[src/hdl/access_list_entry_table_top_assert.svh]
// Assertion helpers shared by the access-list entry table RTL.
`ifndef ACCESS_LIST_ENTRY_TABLE_TOP_ASSERT_SVH
`define ACCESS_LIST_ENTRY_TABLE_TOP_ASSERT_SVH

// A condition that must hold at every clock edge out of reset.
`define ALET_ASSERT_ALWAYS(label, clk, rstn, cond, msg) \
    label: assert property (@(posedge clk) disable iff (!rstn) (cond)) else $error(msg);

// A consequence that must hold in the cycle after its antecedent.
`define ALET_ASSERT_NEXT(label, clk, rstn, ante, cons, msg) \
    label: assert property (@(posedge clk) disable iff (!rstn) (ante) |=> (cons)) else $error(msg);

`endif

[src/hdl/aclet_pkg.sv]
package aclet_pkg;

    // Opcodes of the input word.
    localparam logic [2:0] OP_PUT      = 3'd0;
    localparam logic [2:0] OP_REMOVE   = 3'd1;
    localparam logic [2:0] OP_CLEAR    = 3'd2;
    localparam logic [2:0] OP_FINALIZE = 3'd3;
    localparam logic [2:0] OP_READ     = 3'd4;

    // Tag kinds.
    localparam logic [2:0] TAG_OWNER  = 3'd0;
    localparam logic [2:0] TAG_NUSER  = 3'd1;
    localparam logic [2:0] TAG_OGROUP = 3'd2;
    localparam logic [2:0] TAG_NGROUP = 3'd3;
    localparam logic [2:0] TAG_MASK   = 3'd4;
    localparam logic [2:0] TAG_OTHER  = 3'd5;

    // Status codes of the result word.
    localparam logic [2:0] STS_OK       = 3'd0;
    localparam logic [2:0] STS_NOTFOUND = 3'd1;
    localparam logic [2:0] STS_FULL     = 3'd2;
    localparam logic [2:0] STS_INVALID  = 3'd3;
    localparam logic [2:0] STS_TOOMANY  = 3'd4;

    localparam logic [31:0] NO_ID     = 32'hFFFF_FFFF;
    localparam logic [2:0]  PERM_NONE = 3'd7;

    // Configuration port.
    localparam int         CFG_IDX_W       = 1;
    localparam int         CFG_W           = 6;
    localparam int         LIMIT_W         = 6;
    localparam logic [0:0] CFG_ENTRY_LIMIT = 1'b0;
    localparam logic [0:0] CFG_AUTO_MASK   = 1'b1;
    localparam logic [LIMIT_W-1:0] LIMIT_RESET = 6'd25;

    typedef struct packed {
        logic [2:0]  tag;
        logic [31:0] id;
        logic [2:0]  perm;
    } entry_t;

    typedef enum logic [2:0] {
        S_IDLE,
        S_DISPATCH,
        S_SCAN,
        S_SHIFT,
        S_READ,
        S_CHECK,
        S_FINISH
    } state_t;

    function automatic logic is_named(input logic [2:0] tag);
        return (tag == TAG_NUSER) || (tag == TAG_NGROUP);
    endfunction

endpackage

[src/hdl/aclet_store.sv]
module aclet_store #(
    parameter int DEPTH = 32,
    localparam int AW = (DEPTH > 1) ? $clog2(DEPTH) : 1
) (
    input  logic            aclk,
    input  logic            rd_en,
    input  logic [AW-1:0]   rd_addr,
    output aclet_pkg::entry_t rd_data,
    input  logic            wr_en,
    input  logic [AW-1:0]   wr_addr,
    input  aclet_pkg::entry_t wr_data
);
    import aclet_pkg::*;

    entry_t mem [DEPTH];
    entry_t rd_data_reg;

    always_ff @(posedge aclk) begin
        if (wr_en) begin
            mem[wr_addr] <= wr_data;
        end
    end

    always_ff @(posedge aclk) begin
        if (rd_en) begin
            rd_data_reg <= mem[rd_addr];
        end
    end

    assign rd_data = rd_data_reg;

endmodule

[src/hdl/access_list_entry_table_top.sv]
// Access-list entry table. Entries live in a table with one read and one write port. A single
// tag/id comparator walks that table one entry per clock, so the time for a word grows with n,
// the number of entries held:
// - A put walks the table until it finds its entry and overwrites it, or appends when there is room.
// - A remove walks the whole table when it misses. When it hits, the entries behind the
//   removed one are then moved down one per clock; there are none when it hits the last entry.
// - A finalize walks the whole table only when it derives the mask entry.
// - A read fetches the entry at its index, unless the index is out of range.
// - A clear, a put or remove with an unknown tag, and an unknown opcode touch no entry.
// The longest words are a remove that hits any entry but the last and a finalize that
// derives the mask. One word is in work at a time. The next word is taken on the clock
// after the previous result has been placed in the output register, even if that result has
// not yet been taken. A result that is still waiting holds the block in its last step.
// Configuration writes complete in the cycle they are presented.
module access_list_entry_table_top #(
    parameter int CAPACITY = 32
) (
    input  logic                            aclk,
    input  logic                            aresetn,
    input  logic                            s_valid,
    output logic                            s_ready,
    input  logic [2:0]                      s_opcode,
    input  logic [2:0]                      s_tag,
    input  logic [31:0]                     s_principal_id,
    input  logic [2:0]                      s_perm,
    input  logic [4:0]                      s_index,
    output logic                            m_valid,
    input  logic                            m_ready,
    output logic [2:0]                      m_status,
    output logic [5:0]                      m_entry_count,
    output logic [2:0]                      m_mask_perm,
    output logic                            m_has_named,
    output logic [2:0]                      m_out_tag,
    output logic [31:0]                     m_out_id,
    output logic [2:0]                      m_out_perm,
    input  logic                            cfg_we,
    input  logic [aclet_pkg::CFG_IDX_W-1:0] cfg_index,
    input  logic [aclet_pkg::CFG_W-1:0]     cfg_data
);
    import aclet_pkg::*;

    `include "access_list_entry_table_top_assert.svh"

    localparam int AW = (CAPACITY > 1) ? $clog2(CAPACITY) : 1;
    localparam int CW = $clog2(CAPACITY + 1);
    localparam int MW = (CW > LIMIT_W) ? CW : LIMIT_W;
    localparam int RW = (CW > 5) ? CW : 5;
    localparam logic [CW-1:0] CAP_CNT = CW'(CAPACITY);

    state_t state_reg, state_next;

    logic [2:0]         op_reg, op_next;
    logic [2:0]         tag_reg, tag_next;
    logic [31:0]        id_reg, id_next;
    logic [2:0]         perm_reg, perm_next;
    logic [4:0]         idx_reg, idx_next;

    logic [CW-1:0]      fill_reg, fill_next;
    logic [CW-1:0]      named_cnt_reg, named_cnt_next;
    logic               mask_touched_reg, mask_touched_next;
    logic               mask_present_reg, mask_present_next;
    logic [2:0]         mask_perm_reg, mask_perm_next;
    logic               owner_reg, owner_next;
    logic               ogroup_reg, ogroup_next;
    logic               other_reg, other_next;
    logic [LIMIT_W-1:0] limit_reg, limit_next;
    logic               auto_mask_reg, auto_mask_next;

    logic [CW-1:0]      ptr_reg, ptr_next;
    logic               rvld_reg, rvld_next;
    logic [AW-1:0]      raddr_reg, raddr_next;
    logic [AW-1:0]      mask_idx_reg, mask_idx_next;
    logic [2:0]         or_acc_reg, or_acc_next;

    logic [2:0]         status_reg, status_next;
    logic [2:0]         res_tag_reg, res_tag_next;
    logic [31:0]        res_id_reg, res_id_next;
    logic [2:0]         res_perm_reg, res_perm_next;

    logic               m_valid_reg, m_valid_next;
    logic [2:0]         m_status_reg, m_status_next;
    logic [5:0]         m_count_reg, m_count_next;
    logic [2:0]         m_mask_perm_reg, m_mask_perm_next;
    logic               m_has_named_reg, m_has_named_next;
    logic [2:0]         m_out_tag_reg, m_out_tag_next;
    logic [31:0]        m_out_id_reg, m_out_id_next;
    logic [2:0]         m_out_perm_reg, m_out_perm_next;

    logic               rd_en;
    logic [AW-1:0]      rd_addr;
    entry_t             rd_data;
    logic               wr_en;
    logic [AW-1:0]      wr_addr;
    entry_t             wr_data;

    logic               hit;
    logic               scan_end;

    aclet_store #(
        .DEPTH(CAPACITY)
    ) u_store (
        .aclk    (aclk),
        .rd_en   (rd_en),
        .rd_addr (rd_addr),
        .rd_data (rd_data),
        .wr_en   (wr_en),
        .wr_addr (wr_addr),
        .wr_data (wr_data)
    );

    assign s_ready = (state_reg == S_IDLE);

    // A valid read word matching the search key; only meaningful for put and remove.
    assign hit      = rvld_reg && (rd_data.tag == tag_reg) && (rd_data.id == id_reg);
    assign scan_end = !rvld_reg && (ptr_reg >= fill_reg);

    always_comb begin
        state_next        = state_reg;
        op_next           = op_reg;
        tag_next          = tag_reg;
        id_next           = id_reg;
        perm_next         = perm_reg;
        idx_next          = idx_reg;
        fill_next         = fill_reg;
        named_cnt_next    = named_cnt_reg;
        mask_touched_next = mask_touched_reg;
        mask_present_next = mask_present_reg;
        mask_perm_next    = mask_perm_reg;
        owner_next        = owner_reg;
        ogroup_next       = ogroup_reg;
        other_next        = other_reg;
        limit_next        = limit_reg;
        auto_mask_next    = auto_mask_reg;
        ptr_next          = ptr_reg;
        rvld_next         = rvld_reg;
        raddr_next        = raddr_reg;
        mask_idx_next     = mask_idx_reg;
        or_acc_next       = or_acc_reg;
        status_next       = status_reg;
        res_tag_next      = res_tag_reg;
        res_id_next       = res_id_reg;
        res_perm_next     = res_perm_reg;
        m_valid_next      = m_valid_reg && !m_ready;
        m_status_next     = m_status_reg;
        m_count_next      = m_count_reg;
        m_mask_perm_next  = m_mask_perm_reg;
        m_has_named_next  = m_has_named_reg;
        m_out_tag_next    = m_out_tag_reg;
        m_out_id_next     = m_out_id_reg;
        m_out_perm_next   = m_out_perm_reg;
        rd_en             = 1'b0;
        rd_addr           = ptr_reg[AW-1:0];
        wr_en             = 1'b0;
        wr_addr           = fill_reg[AW-1:0];
        wr_data           = '{tag: tag_reg, id: id_reg, perm: perm_reg};

        if (cfg_we) begin
            unique case (cfg_index)
                CFG_ENTRY_LIMIT: limit_next     = cfg_data[LIMIT_W-1:0];
                CFG_AUTO_MASK:   auto_mask_next = cfg_data[0];
                default:         limit_next     = limit_reg;
            endcase
        end

        unique case (state_reg)
            S_IDLE: begin
                if (s_valid) begin
                    op_next       = s_opcode;
                    tag_next      = s_tag;
                    id_next       = is_named(s_tag) ? s_principal_id : NO_ID;
                    perm_next     = s_perm;
                    idx_next      = s_index;
                    status_next   = STS_OK;
                    res_tag_next  = '0;
                    res_id_next   = '0;
                    res_perm_next = '0;
                    // Any put or remove naming the mask counts as touching it, even on failure.
                    if (((s_opcode == OP_PUT) || (s_opcode == OP_REMOVE))
                            && (s_tag == TAG_MASK)) begin
                        mask_touched_next = 1'b1;
                    end
                    state_next = S_DISPATCH;
                end
            end

            S_DISPATCH: begin
                ptr_next    = '0;
                rvld_next   = 1'b0;
                or_acc_next = '0;
                unique case (op_reg)
                    OP_PUT, OP_REMOVE: begin
                        if (tag_reg > TAG_OTHER) begin
                            status_next = STS_INVALID;
                            state_next  = S_FINISH;
                        end else begin
                            state_next = S_SCAN;
                        end
                    end
                    OP_CLEAR: begin
                        fill_next         = '0;
                        named_cnt_next    = '0;
                        mask_touched_next = 1'b0;
                        mask_present_next = 1'b0;
                        owner_next        = 1'b0;
                        ogroup_next       = 1'b0;
                        other_next        = 1'b0;
                        state_next        = S_FINISH;
                    end
                    OP_FINALIZE: begin
                        if (auto_mask_reg && !mask_touched_reg && (named_cnt_reg != '0)) begin
                            state_next = S_SCAN;
                        end else begin
                            state_next = S_CHECK;
                        end
                    end
                    OP_READ: begin
                        if (RW'(idx_reg) < RW'(fill_reg)) begin
                            rd_en      = 1'b1;
                            rd_addr    = AW'(idx_reg);
                            state_next = S_READ;
                        end else begin
                            status_next = STS_NOTFOUND;
                            state_next  = S_FINISH;
                        end
                    end
                    default: begin
                        state_next = S_FINISH;
                    end
                endcase
            end

            S_SCAN: begin
                if (op_reg == OP_FINALIZE) begin
                    if (rvld_reg) begin
                        if ((rd_data.tag == TAG_OGROUP) || is_named(rd_data.tag)) begin
                            or_acc_next = or_acc_reg | rd_data.perm;
                        end
                        if (rd_data.tag == TAG_MASK) begin
                            mask_idx_next = raddr_reg;
                        end
                    end
                end

                if ((op_reg != OP_FINALIZE) && hit) begin
                    rvld_next = 1'b0;
                    if (op_reg == OP_PUT) begin
                        wr_en   = 1'b1;
                        wr_addr = raddr_reg;
                        if (tag_reg == TAG_MASK) begin
                            mask_perm_next = perm_reg;
                        end
                        state_next = S_FINISH;
                    end else begin
                        ptr_next   = CW'(raddr_reg) + CW'(1);
                        state_next = S_SHIFT;
                    end
                end else if (scan_end) begin
                    if (op_reg == OP_FINALIZE) begin
                        // Derived mask: update the existing one in place, or append if room.
                        wr_data = '{tag: TAG_MASK, id: NO_ID, perm: or_acc_reg};
                        if (mask_present_reg) begin
                            wr_en          = 1'b1;
                            wr_addr        = mask_idx_reg;
                            mask_perm_next = or_acc_reg;
                        end else if (fill_reg < CAP_CNT) begin
                            wr_en             = 1'b1;
                            fill_next         = fill_reg + CW'(1);
                            mask_present_next = 1'b1;
                            mask_perm_next    = or_acc_reg;
                        end
                        state_next = S_CHECK;
                    end else if (op_reg == OP_PUT) begin
                        if (fill_reg == CAP_CNT) begin
                            status_next = STS_FULL;
                        end else begin
                            wr_en     = 1'b1;
                            fill_next = fill_reg + CW'(1);
                            if (is_named(tag_reg)) begin
                                named_cnt_next = named_cnt_reg + CW'(1);
                            end
                            if (tag_reg == TAG_OWNER) begin
                                owner_next = 1'b1;
                            end
                            if (tag_reg == TAG_OGROUP) begin
                                ogroup_next = 1'b1;
                            end
                            if (tag_reg == TAG_OTHER) begin
                                other_next = 1'b1;
                            end
                            if (tag_reg == TAG_MASK) begin
                                mask_present_next = 1'b1;
                                mask_perm_next    = perm_reg;
                            end
                        end
                        state_next = S_FINISH;
                    end else begin
                        status_next = STS_NOTFOUND;
                        state_next  = S_FINISH;
                    end
                end else if (ptr_reg < fill_reg) begin
                    rd_en      = 1'b1;
                    raddr_next = ptr_reg[AW-1:0];
                    ptr_next   = ptr_reg + CW'(1);
                    rvld_next  = 1'b1;
                end else begin
                    rvld_next = 1'b0;
                end
            end

            S_SHIFT: begin
                if (scan_end) begin
                    fill_next = fill_reg - CW'(1);
                    if (is_named(tag_reg)) begin
                        named_cnt_next = named_cnt_reg - CW'(1);
                    end
                    if (tag_reg == TAG_OWNER) begin
                        owner_next = 1'b0;
                    end
                    if (tag_reg == TAG_OGROUP) begin
                        ogroup_next = 1'b0;
                    end
                    if (tag_reg == TAG_OTHER) begin
                        other_next = 1'b0;
                    end
                    if (tag_reg == TAG_MASK) begin
                        mask_present_next = 1'b0;
                    end
                    state_next = S_FINISH;
                end else begin
                    // Each word read from position p is written back one place lower.
                    if (rvld_reg) begin
                        wr_en   = 1'b1;
                        wr_addr = raddr_reg - AW'(1);
                        wr_data = rd_data;
                    end
                    if (ptr_reg < fill_reg) begin
                        rd_en      = 1'b1;
                        raddr_next = ptr_reg[AW-1:0];
                        ptr_next   = ptr_reg + CW'(1);
                        rvld_next  = 1'b1;
                    end else begin
                        rvld_next = 1'b0;
                    end
                end
            end

            S_READ: begin
                res_tag_next  = rd_data.tag;
                res_id_next   = rd_data.id;
                res_perm_next = rd_data.perm;
                state_next    = S_FINISH;
            end

            S_CHECK: begin
                if (!(owner_reg && ogroup_reg && other_reg)
                        || ((named_cnt_reg != '0) && !mask_present_reg)) begin
                    status_next = STS_INVALID;
                end else if (MW'(fill_reg) > MW'(limit_reg)) begin
                    status_next = STS_TOOMANY;
                end else begin
                    status_next = STS_OK;
                end
                state_next = S_FINISH;
            end

            S_FINISH: begin
                if (!m_valid_reg || m_ready) begin
                    m_valid_next     = 1'b1;
                    m_status_next    = status_reg;
                    m_count_next     = 6'(fill_reg);
                    m_mask_perm_next = mask_present_reg ? mask_perm_reg : PERM_NONE;
                    m_has_named_next = (named_cnt_reg != '0);
                    m_out_tag_next   = res_tag_reg;
                    m_out_id_next    = res_id_reg;
                    m_out_perm_next  = res_perm_reg;
                    state_next       = S_IDLE;
                end
            end

            default: begin
                state_next = S_IDLE;
            end
        endcase
    end

    always_ff @(posedge aclk) begin
        if (!aresetn) begin
            state_reg        <= S_IDLE;
            fill_reg         <= '0;
            named_cnt_reg    <= '0;
            mask_touched_reg <= 1'b0;
            mask_present_reg <= 1'b0;
            owner_reg        <= 1'b0;
            ogroup_reg       <= 1'b0;
            other_reg        <= 1'b0;
            limit_reg        <= LIMIT_RESET;
            auto_mask_reg    <= 1'b1;
            rvld_reg         <= 1'b0;
            m_valid_reg      <= 1'b0;
        end else begin
            state_reg        <= state_next;
            fill_reg         <= fill_next;
            named_cnt_reg    <= named_cnt_next;
            mask_touched_reg <= mask_touched_next;
            mask_present_reg <= mask_present_next;
            owner_reg        <= owner_next;
            ogroup_reg       <= ogroup_next;
            other_reg        <= other_next;
            limit_reg        <= limit_next;
            auto_mask_reg    <= auto_mask_next;
            rvld_reg         <= rvld_next;
            m_valid_reg      <= m_valid_next;
        end
    end

    always_ff @(posedge aclk) begin
        op_reg          <= op_next;
        tag_reg         <= tag_next;
        id_reg          <= id_next;
        perm_reg        <= perm_next;
        idx_reg         <= idx_next;
        mask_perm_reg   <= mask_perm_next;
        ptr_reg         <= ptr_next;
        raddr_reg       <= raddr_next;
        mask_idx_reg    <= mask_idx_next;
        or_acc_reg      <= or_acc_next;
        status_reg      <= status_next;
        res_tag_reg     <= res_tag_next;
        res_id_reg      <= res_id_next;
        res_perm_reg    <= res_perm_next;
        m_status_reg    <= m_status_next;
        m_count_reg     <= m_count_next;
        m_mask_perm_reg <= m_mask_perm_next;
        m_has_named_reg <= m_has_named_next;
        m_out_tag_reg   <= m_out_tag_next;
        m_out_id_reg    <= m_out_id_next;
        m_out_perm_reg  <= m_out_perm_next;
    end

    assign m_valid       = m_valid_reg;
    assign m_status      = m_status_reg;
    assign m_entry_count = m_count_reg;
    assign m_mask_perm   = m_mask_perm_reg;
    assign m_has_named   = m_has_named_reg;
    assign m_out_tag     = m_out_tag_reg;
    assign m_out_id      = m_out_id_reg;
    assign m_out_perm    = m_out_perm_reg;

    `ALET_ASSERT_ALWAYS(a_fill_in_range, aclk, aresetn, fill_reg <= CAP_CNT, "fill count beyond capacity")
    `ALET_ASSERT_ALWAYS(a_named_le_fill, aclk, aresetn, named_cnt_reg <= fill_reg, "named count beyond fill count")
    `ALET_ASSERT_ALWAYS(a_mask_has_entry, aclk, aresetn, !mask_present_reg || (fill_reg != '0), "mask flagged in an empty table")
    `ALET_ASSERT_NEXT(a_busy_after_accept, aclk, aresetn, s_valid && s_ready, !s_ready && (state_reg == S_DISPATCH), "new word taken while busy")
    `ALET_ASSERT_NEXT(a_clear_empties, aclk, aresetn, (state_reg == S_DISPATCH) && (op_reg == OP_CLEAR), (fill_reg == '0) && !mask_touched_reg && (named_cnt_reg == '0), "clear left entries behind")

endmodule
[config.mk]
export PLATFORM = sky130hd
export DESIGN_NAME = access_list_entry_table_top
export DESIGN_NICKNAME = d
export VERILOG_FILES = /design/src/hdl/aclet_pkg.sv /design/src/hdl/aclet_store.sv /design/src/hdl/access_list_entry_table_top.sv
export VERILOG_INCLUDE_DIRS = /design/src /design/src/hdl
export SDC_FILE = /design/constraint.sdc
export NUM_CORES = 2
export LEC_CHECK = 0
export ABC_CLOCK_PERIOD_IN_PS = 4800
export BUFFER_PORTS_ARGS = -buffer_cell sky130_fd_sc_hd__buf_2
export CAP_MARGIN = 10
export CORE_UTILIZATION = 59
export CTS_BUF_LIST = sky130_fd_sc_hd__clkbuf_8
export DETAILED_ROUTE_END_ITERATION = 7
export HOLD_SLACK_MARGIN = 0.02
export PLACE_DENSITY = 0.84
export SYNTH_ARGS = -nofsm -noshare
export SYNTH_HDL_FRONTEND = slang
export SYNTH_SLANG_ARGS = --single-unit
[constraint.sdc]
create_clock -name aclk -period 4.8 [get_ports aclk]
set_input_delay 0.48 -clock aclk [delete_from_list [all_inputs] [get_ports aclk]]
set_output_delay 0.48 -clock aclk [all_outputs]
set_load 0.005 [all_outputs]
### Yosys cells after proc, flatten, opt, wreduce, memory -nomap -nowiden

Memories as Yosys holds them, arrays and structs flattened. A register that Yosys moved wholly into a read port is not among the register bits.
Index checks and enable logic that the tools add are counted.

* register bits: 189
* bits in latches: 0
* RAM bits: 1216
* bits in read-only memories: 0
* input port bits: 58
* output and inout port bits: 53
* memories: 1

Memories
* u_store.mem: depth 32, width 38, read ports 1, clocked after Yosys merged registers in 1, write ports 1, line aclet_store.sv:15 `entry_t mem [DEPTH];`

* add/subtract/negate cells: 7
* $mul: 0
* divide/modulo/power cells: 0
* $lt $le $gt $ge: 6
* equality and inequality tests: 63
* shift-type cells: 0
* muxes and demuxes: 150
* bitwise operators: 2
* reductions and logical operators: 58

Operator list (number)
* 38-bit 2-to-1 mux: 5
* 6-bit 2-to-1 mux: 21
* 3-bit 2-to-1 mux: 30
* 38-bit case mux with 2 select lines: 1
* 5-bit 2-to-1 mux: 13
* 32-bit case mux with 2 select lines: 1
* 1-bit 2-to-1 mux: 56
* 6-bit case mux with 3 select lines: 3
* 2-bit inequality test, second input constant: 20
* 10-bit AND reduction: 4
* 3-bit inequality test, second input constant: 11
* 32-bit == test: 1
* 32-bit 2-to-1 mux: 1
* 3-bit by 2-bit == test with 1-bit output, second input constant: 9
* 9-bit AND reduction: 3
* 3-bit == test, second input constant: 8
* 3-bit case mux with 2 select lines: 4
* 5-bit case mux with 2 select lines: 2
* 6-bit by 1-bit adder with 6-bit output, second input constant: 3
* 3-bit by 1-bit == test with 1-bit output, second input constant: 6
* 1-bit case mux with 3 select lines: 6
* 3-bit case mux with 6 select lines: 1
* 4-bit AND reduction: 4
* 2-bit AND reduction: 7
* 30 further kinds: 66

### Depth between registers and ports, before layout

* word-level depth: 9
* depth in mapped cells: 13

### Hierarchy

From an unflattened synthesis, not the netlist that was laid out.

* cell total of the unflattened synthesis: 3535
* area total of the unflattened synthesis: 57984.4 um^2

By module, submodules not included
* aclet_store: times used 1, cells an instance 2675, area each 48512.8 um^2, seq. area each 37656.1 um^2
* access_list_entry_table_top: times used 1, cells an instance 860, area each 9471.6 um^2, seq. area each 5385.2 um^2

### Least setup slack after synthesis

OpenSTA, ideal clock, no wires.

* path type: flip-flop to flip-flop
* start point: register fill_reg[3]
* end point: register u_store.rd_data[0] (netlist name)
* setup time: 0.486 ns
* data arrival time: 4.260 ns
* required time: 4.314 ns
* path slack: 0.054 ns
* stages on the path, launching flop included: 8
* path buffers: 1
* cell sequence: dfxtp_1 > inv_1 > ha_1 > a211o_1 > o211ai_1 > o211ai_2 > buf_6 > o21ai_0

* cells in the longest elaborated chain, start to end: 5

RTL lines
* start, declared: line access_list_entry_table_top.sv:58 `logic [CW-1:0] fill_reg, fill_next;`
* start signal, assigned: line access_list_entry_table_top.sv:402 `fill_reg <= fill_next;`
* 6-bit < comparator / 6-bit greater-or-equal comparator (equally long branches): line access_list_entry_table_top.sv:300, access_list_entry_table_top.sv:336, access_list_entry_table_top.sv:115
* 1-bit 2-to-1 mux / 1-bit logical AND (equally long branches): line access_list_entry_table_top.sv:300, access_list_entry_table_top.sv:336, access_list_entry_table_top.sv:115
* 1-bit 2-to-1 mux: line access_list_entry_table_top.sv:311 `if (scan_end) begin`
* 1-bit 2-to-1 mux: line access_list_entry_table_top.sv:244 `if ((op_reg != OP_FINALIZE) && hit) begin`
* 1-bit case mux with 3 select lines (*): line access_list_entry_table_top.sv:165 `unique case (state_reg)`
* net rd_en: line access_list_entry_table_top.sv:89 `logic rd_en;`

The timed path passes the listed nets; every way through them passes the cells marked *.
A chain may end at the register's enable or synchronous reset.

### Worst setup path after layout

* start point: register fill_reg[3]
* end point: register u_store.rd_data[30] (netlist name)

* cells in the longest elaborated chain, start to end: 5

RTL lines (line)
* 6-bit < comparator / 6-bit greater-or-equal comparator (equally long branches): access_list_entry_table_top.sv:300, access_list_entry_table_top.sv:336, access_list_entry_table_top.sv:115
* 1-bit 2-to-1 mux / 1-bit logical AND (equally long branches): access_list_entry_table_top.sv:300, access_list_entry_table_top.sv:336, access_list_entry_table_top.sv:115
* 1-bit 2-to-1 mux: access_list_entry_table_top.sv:311
* 1-bit 2-to-1 mux: access_list_entry_table_top.sv:244
* 1-bit case mux with 3 select lines: access_list_entry_table_top.sv:165

Several ways; a longest one is shown, not always the timed one.

==> impl_metrics.toml <==
[worst_setup_path]
r2r-end = "u_store.rd_data[30]$_DFFE_PP_"
worstPathCellList = "inv_1 > ha_1 > a211o_1 > o211ai_1 > o211ai_2 > o21ai_4 > buf_12 > buf_4 > nand3_1 > nand3_1 > o2111ai_1 > nor4_2"
crit_type = "reg -> reg"
slowest_stage = "nor4_2"
rrSetupSlack_ns = 0.13
crit_fanout = 56
cpMostUsedCell = "nand3_1"
cp-start-kind = "flop"
cp.arrival_ns = 5.24
cp_data_required_time_ns = 5.37
regToRegStartpoint = "fill_reg[3]$_SDFFE_PN0P_"
cp-end-kind = "flop"
rr_worst_depth = 12
slowest_delay_ns = 0.77

[routing]
vias_per_cell = 7.06
vias = 41900
route.detailed.drc = 2
finalWirelength_mm = 173
wl_per_cell_um = 29.2
first_iter_violations = 8015
ant_nets = 0
dr.pass1.iters = 8

[floorplanning]
die_x_um = 319
die_h_um = 319
start_util_pct = 59.9
row_count = 115
die_area_um2 = 102000
pin_count = 111
core_area_um2 = 98900

[sta]
fin_skew_ns = 0.0512
worst_pin_slew_ns = 1.16
setup_viol = 0
fmaxAchievable_ghz = 0.214
fin_crit_sh_pct = 97.2
slew_viol_final = 0
hold_viol = 0
fin_crit_ns = 4.67
relSlewSlack_pct = 22.2
grt_setup_unrepaired = "false"

[status]
violations = "design-rule violations"
outcome = "finished with violations"

[clock_network]
htree_levels = 4
cts_buffer_depth = 3
cts.sinks = 1443
clkSlewWorstSetupHoldPaths_ns = 0.06
cts_buffers = 212
clock-root-buffer = "clkbuf_8"
clk_latency_ns = 0.91
tritoncts = "built"
post-cts-setup-buffers = 0

[power]
powerDensity_nw_per_um2 = 485
p_leak_nw = 21.6
ir_drop_uv = 440

[hold_path]
hold_path.class = "in -> reg"
holdCritStartpoint = "s_valid"
hold_depth = 4
hold_end = "state_reg[2]$_SDFFE_PN0P_"

[grt]
grt_pass1_wl_mm = 254
antenna_found_initial = 8
grt_overflow = 0
grt_util_all_layers_pct = 33.6
grt_max_degree = 148
first_global_vias = 40400

[synthesis]
yosysTopAreaCellShare_pct = 71.7
synth_ff_type = "edfxtp_1"
syn_area_um2 = 59200
ys_warn_count = 0
yosys-top-cells-area = "edfxtp_1 72%, nand3_1 7.6%, o21ai_0 4.1%, mux2_2 2.7%, o2111ai_1 2.3%"
yosysSeqAreaShare_pct = 72.7
syn_inst = 4237
synth_area_per_cell_um2 = 14.0
yosysUniqueCellTypes = 77
async_flop_share_pct = 0
synth-edff-count = 1414
synth_fp_nets = 4324
yosys.area.top_type = "edfxtp_1"
ys_seq_elements = 1443

[cells_and_area]
area_growth_pct = 13.3
fillers = 6020
fin_area_um2 = 67100
fin_util_pct = 67.8
final_nets = 4578
largest_register_ffs = 1216
drive_gt1_share_pct = 17.6

[run]
cap_viol_max_count = 0

[placed_design]
gp_congestion = 0.955
io_buffers = 110
place_area_um2 = 62500
hpwlAfterDp_mm = 98.3
## metrics by stage
stage	TNS, ns	setup slack (ns)	power (mW)	instances	hold WS, ns
after global routing	0	0.0669	33.4	5945	0.0795
after detailed placement	-0.0895	-0.0895	23.1	5498	0.405
final	0	0.134	32.5	5945	0.107
after CTS	0	0.287	32.2	5942	0.0280
after global placement	-0.166	-0.126	22.9	5497	0.401
after floorplan	0	0.0536	20.0	4237	0.400
## cells in the final DEF, fill, tap and decap left out, types with 28 or more instances in the layout
master / count
edfxtp_1: 1414
nand3_1: 902
o21ai_0: 480
clkbuf_8: 215
buf_4: 162
o2111ai_1: 154
mux2_2: 144
nand2_1: 126
buf_2: 111
inv_1: 94
nand4_1: 90
dlygate4sd3_1: 66
clkinv_1: 51
nor2_1: 48
xnor2_1: 47
buf_12: 47
and3_1: 46
nand2b_1: 41
nor4_1: 40
a21oi_1: 38
nor2_4: 33
dfxtp_1: 28
## per-layer routing
layer / global-route usage [%] / wire length (um)
met4: 17.0 / 9120
met1: 44.1 / 58400
met3: 10.0 / 26800
met2: 51.3 / 79100
met5: 0 / 47
## synthesized netlist by cell type (5+ instances only)
| cell type | instances |
|---|---|
| clkbuf_1 | 268 |
| o22ai_1 | 16 |
| mux2_1 | 9 |
| and3_1 | 47 |
| nand3_1 | 902 |
| inv_1 | 22 |
| a21oi_1 | 38 |
| ha_1 | 27 |
| o211ai_1 | 5 |
| nor4_1 | 43 |
| o2111ai_1 | 154 |
| or3_1 | 7 |
| xor2_1 | 7 |
| mux2_2 | 144 |
| buf_4 | 5 |
| o21ai_0 | 481 |
| a211oi_1 | 7 |
| dfxtp_1 | 29 |
| nand3_2 | 15 |
| buf_2 | 64 |
| edfxtp_1 | 1414 |
| nor2b_1 | 6 |
| nand2b_1 | 41 |
| nand4_1 | 90 |
| xnor2_1 | 47 |
| a22oi_1 | 7 |
| o21ai_1 | 8 |
| nand2_1 | 131 |
| a21o_1 | 7 |
| a31oi_1 | 9 |
| nor3_1 | 12 |
| and2_1 | 6 |
| o21a_1 | 6 |
| mux2i_1 | 11 |
| nor2_1 | 82 |
## final cells by class
class | count | area, um2 | share of cell area [%]
Clock buffer | 215 | 2960 | 4.41
Multi-Input combinational cell | 2423 | 15100 | 22.4
Inverter | 25 | 93.8 | 0.140
Timing Repair Buffer | 386 | 3370 | 5.03
Antenna cell | 2 | 5.00 | 0.00746
Sequential cell | 1443 | 43000 | 64.2
Tap cell | 1287 | 1610 | 2.40
Clock inverter | 164 | 922 | 1.38
## worst max-delay path, delay by kind of cell (launching register included)
| family | cells | cell delay (ns) |
|---|---|---|
| and+or+nand+nor | 3 | 1.09 |
| adders and majority gates | 1 | 0.31 |
| buffers and inverters | 3 | 1.03 |
| AOI/OAI and AO/OA | 5 | 1.35 |
| DFF | 1 | 0.51 |
## power by group
part / internal [mW] / switching [mW] / total, mW
clock: 4.55 / 4.68 / 9.23
sequential: 14.9 / 0.349 / 15.2
combinational: 2.52 / 5.56 / 8.07
total: 22.0 / 10.6 / 32.5
## kinds of logic after synthesis
kind of cell	after synthesis	share of synthesized area, %
buffers and inverters	371	2.59
multiplexers	164	3.10
adder cells (fa/ha/maj)	29	0.638
flip-flops	1443	72.7
AO/OA/AOI/OAI	780	8.09
AND/OR/NAND/NOR	1396	12.1
XOR/XNOR	54	0.799
## worst max-delay path by stage
stage,startpoint,endpoint
after global placement,fill_reg[3]$_SDFFE_PN0P_,u_store.rd_data[29]$_DFFE_PP_
after CTS,fill_reg[3]$_SDFFE_PN0P_,u_store.rd_data[30]$_DFFE_PP_
after global routing,fill_reg[3]$_SDFFE_PN0P_,u_store.rd_data[30]$_DFFE_PP_
after detailed placement,fill_reg[3]$_SDFFE_PN0P_,u_store.rd_data[30]$_DFFE_PP_
after floorplan,fill_reg[3]$_SDFFE_PN0P_,u_store.rd_data[0]$_DFFE_PP_
final,fill_reg[3]$_SDFFE_PN0P_,u_store.rd_data[30]$_DFFE_PP_
## timing repair
item                                    in CTS  in global routing
hold buffers                                65                  1
hold endpoints to repair                    54                  1
pin swaps                                    0                  0
endpoints found under the setup margin       1                  1
gates resized for setup                      1                  1
Power figures use the tool's default switching activity.
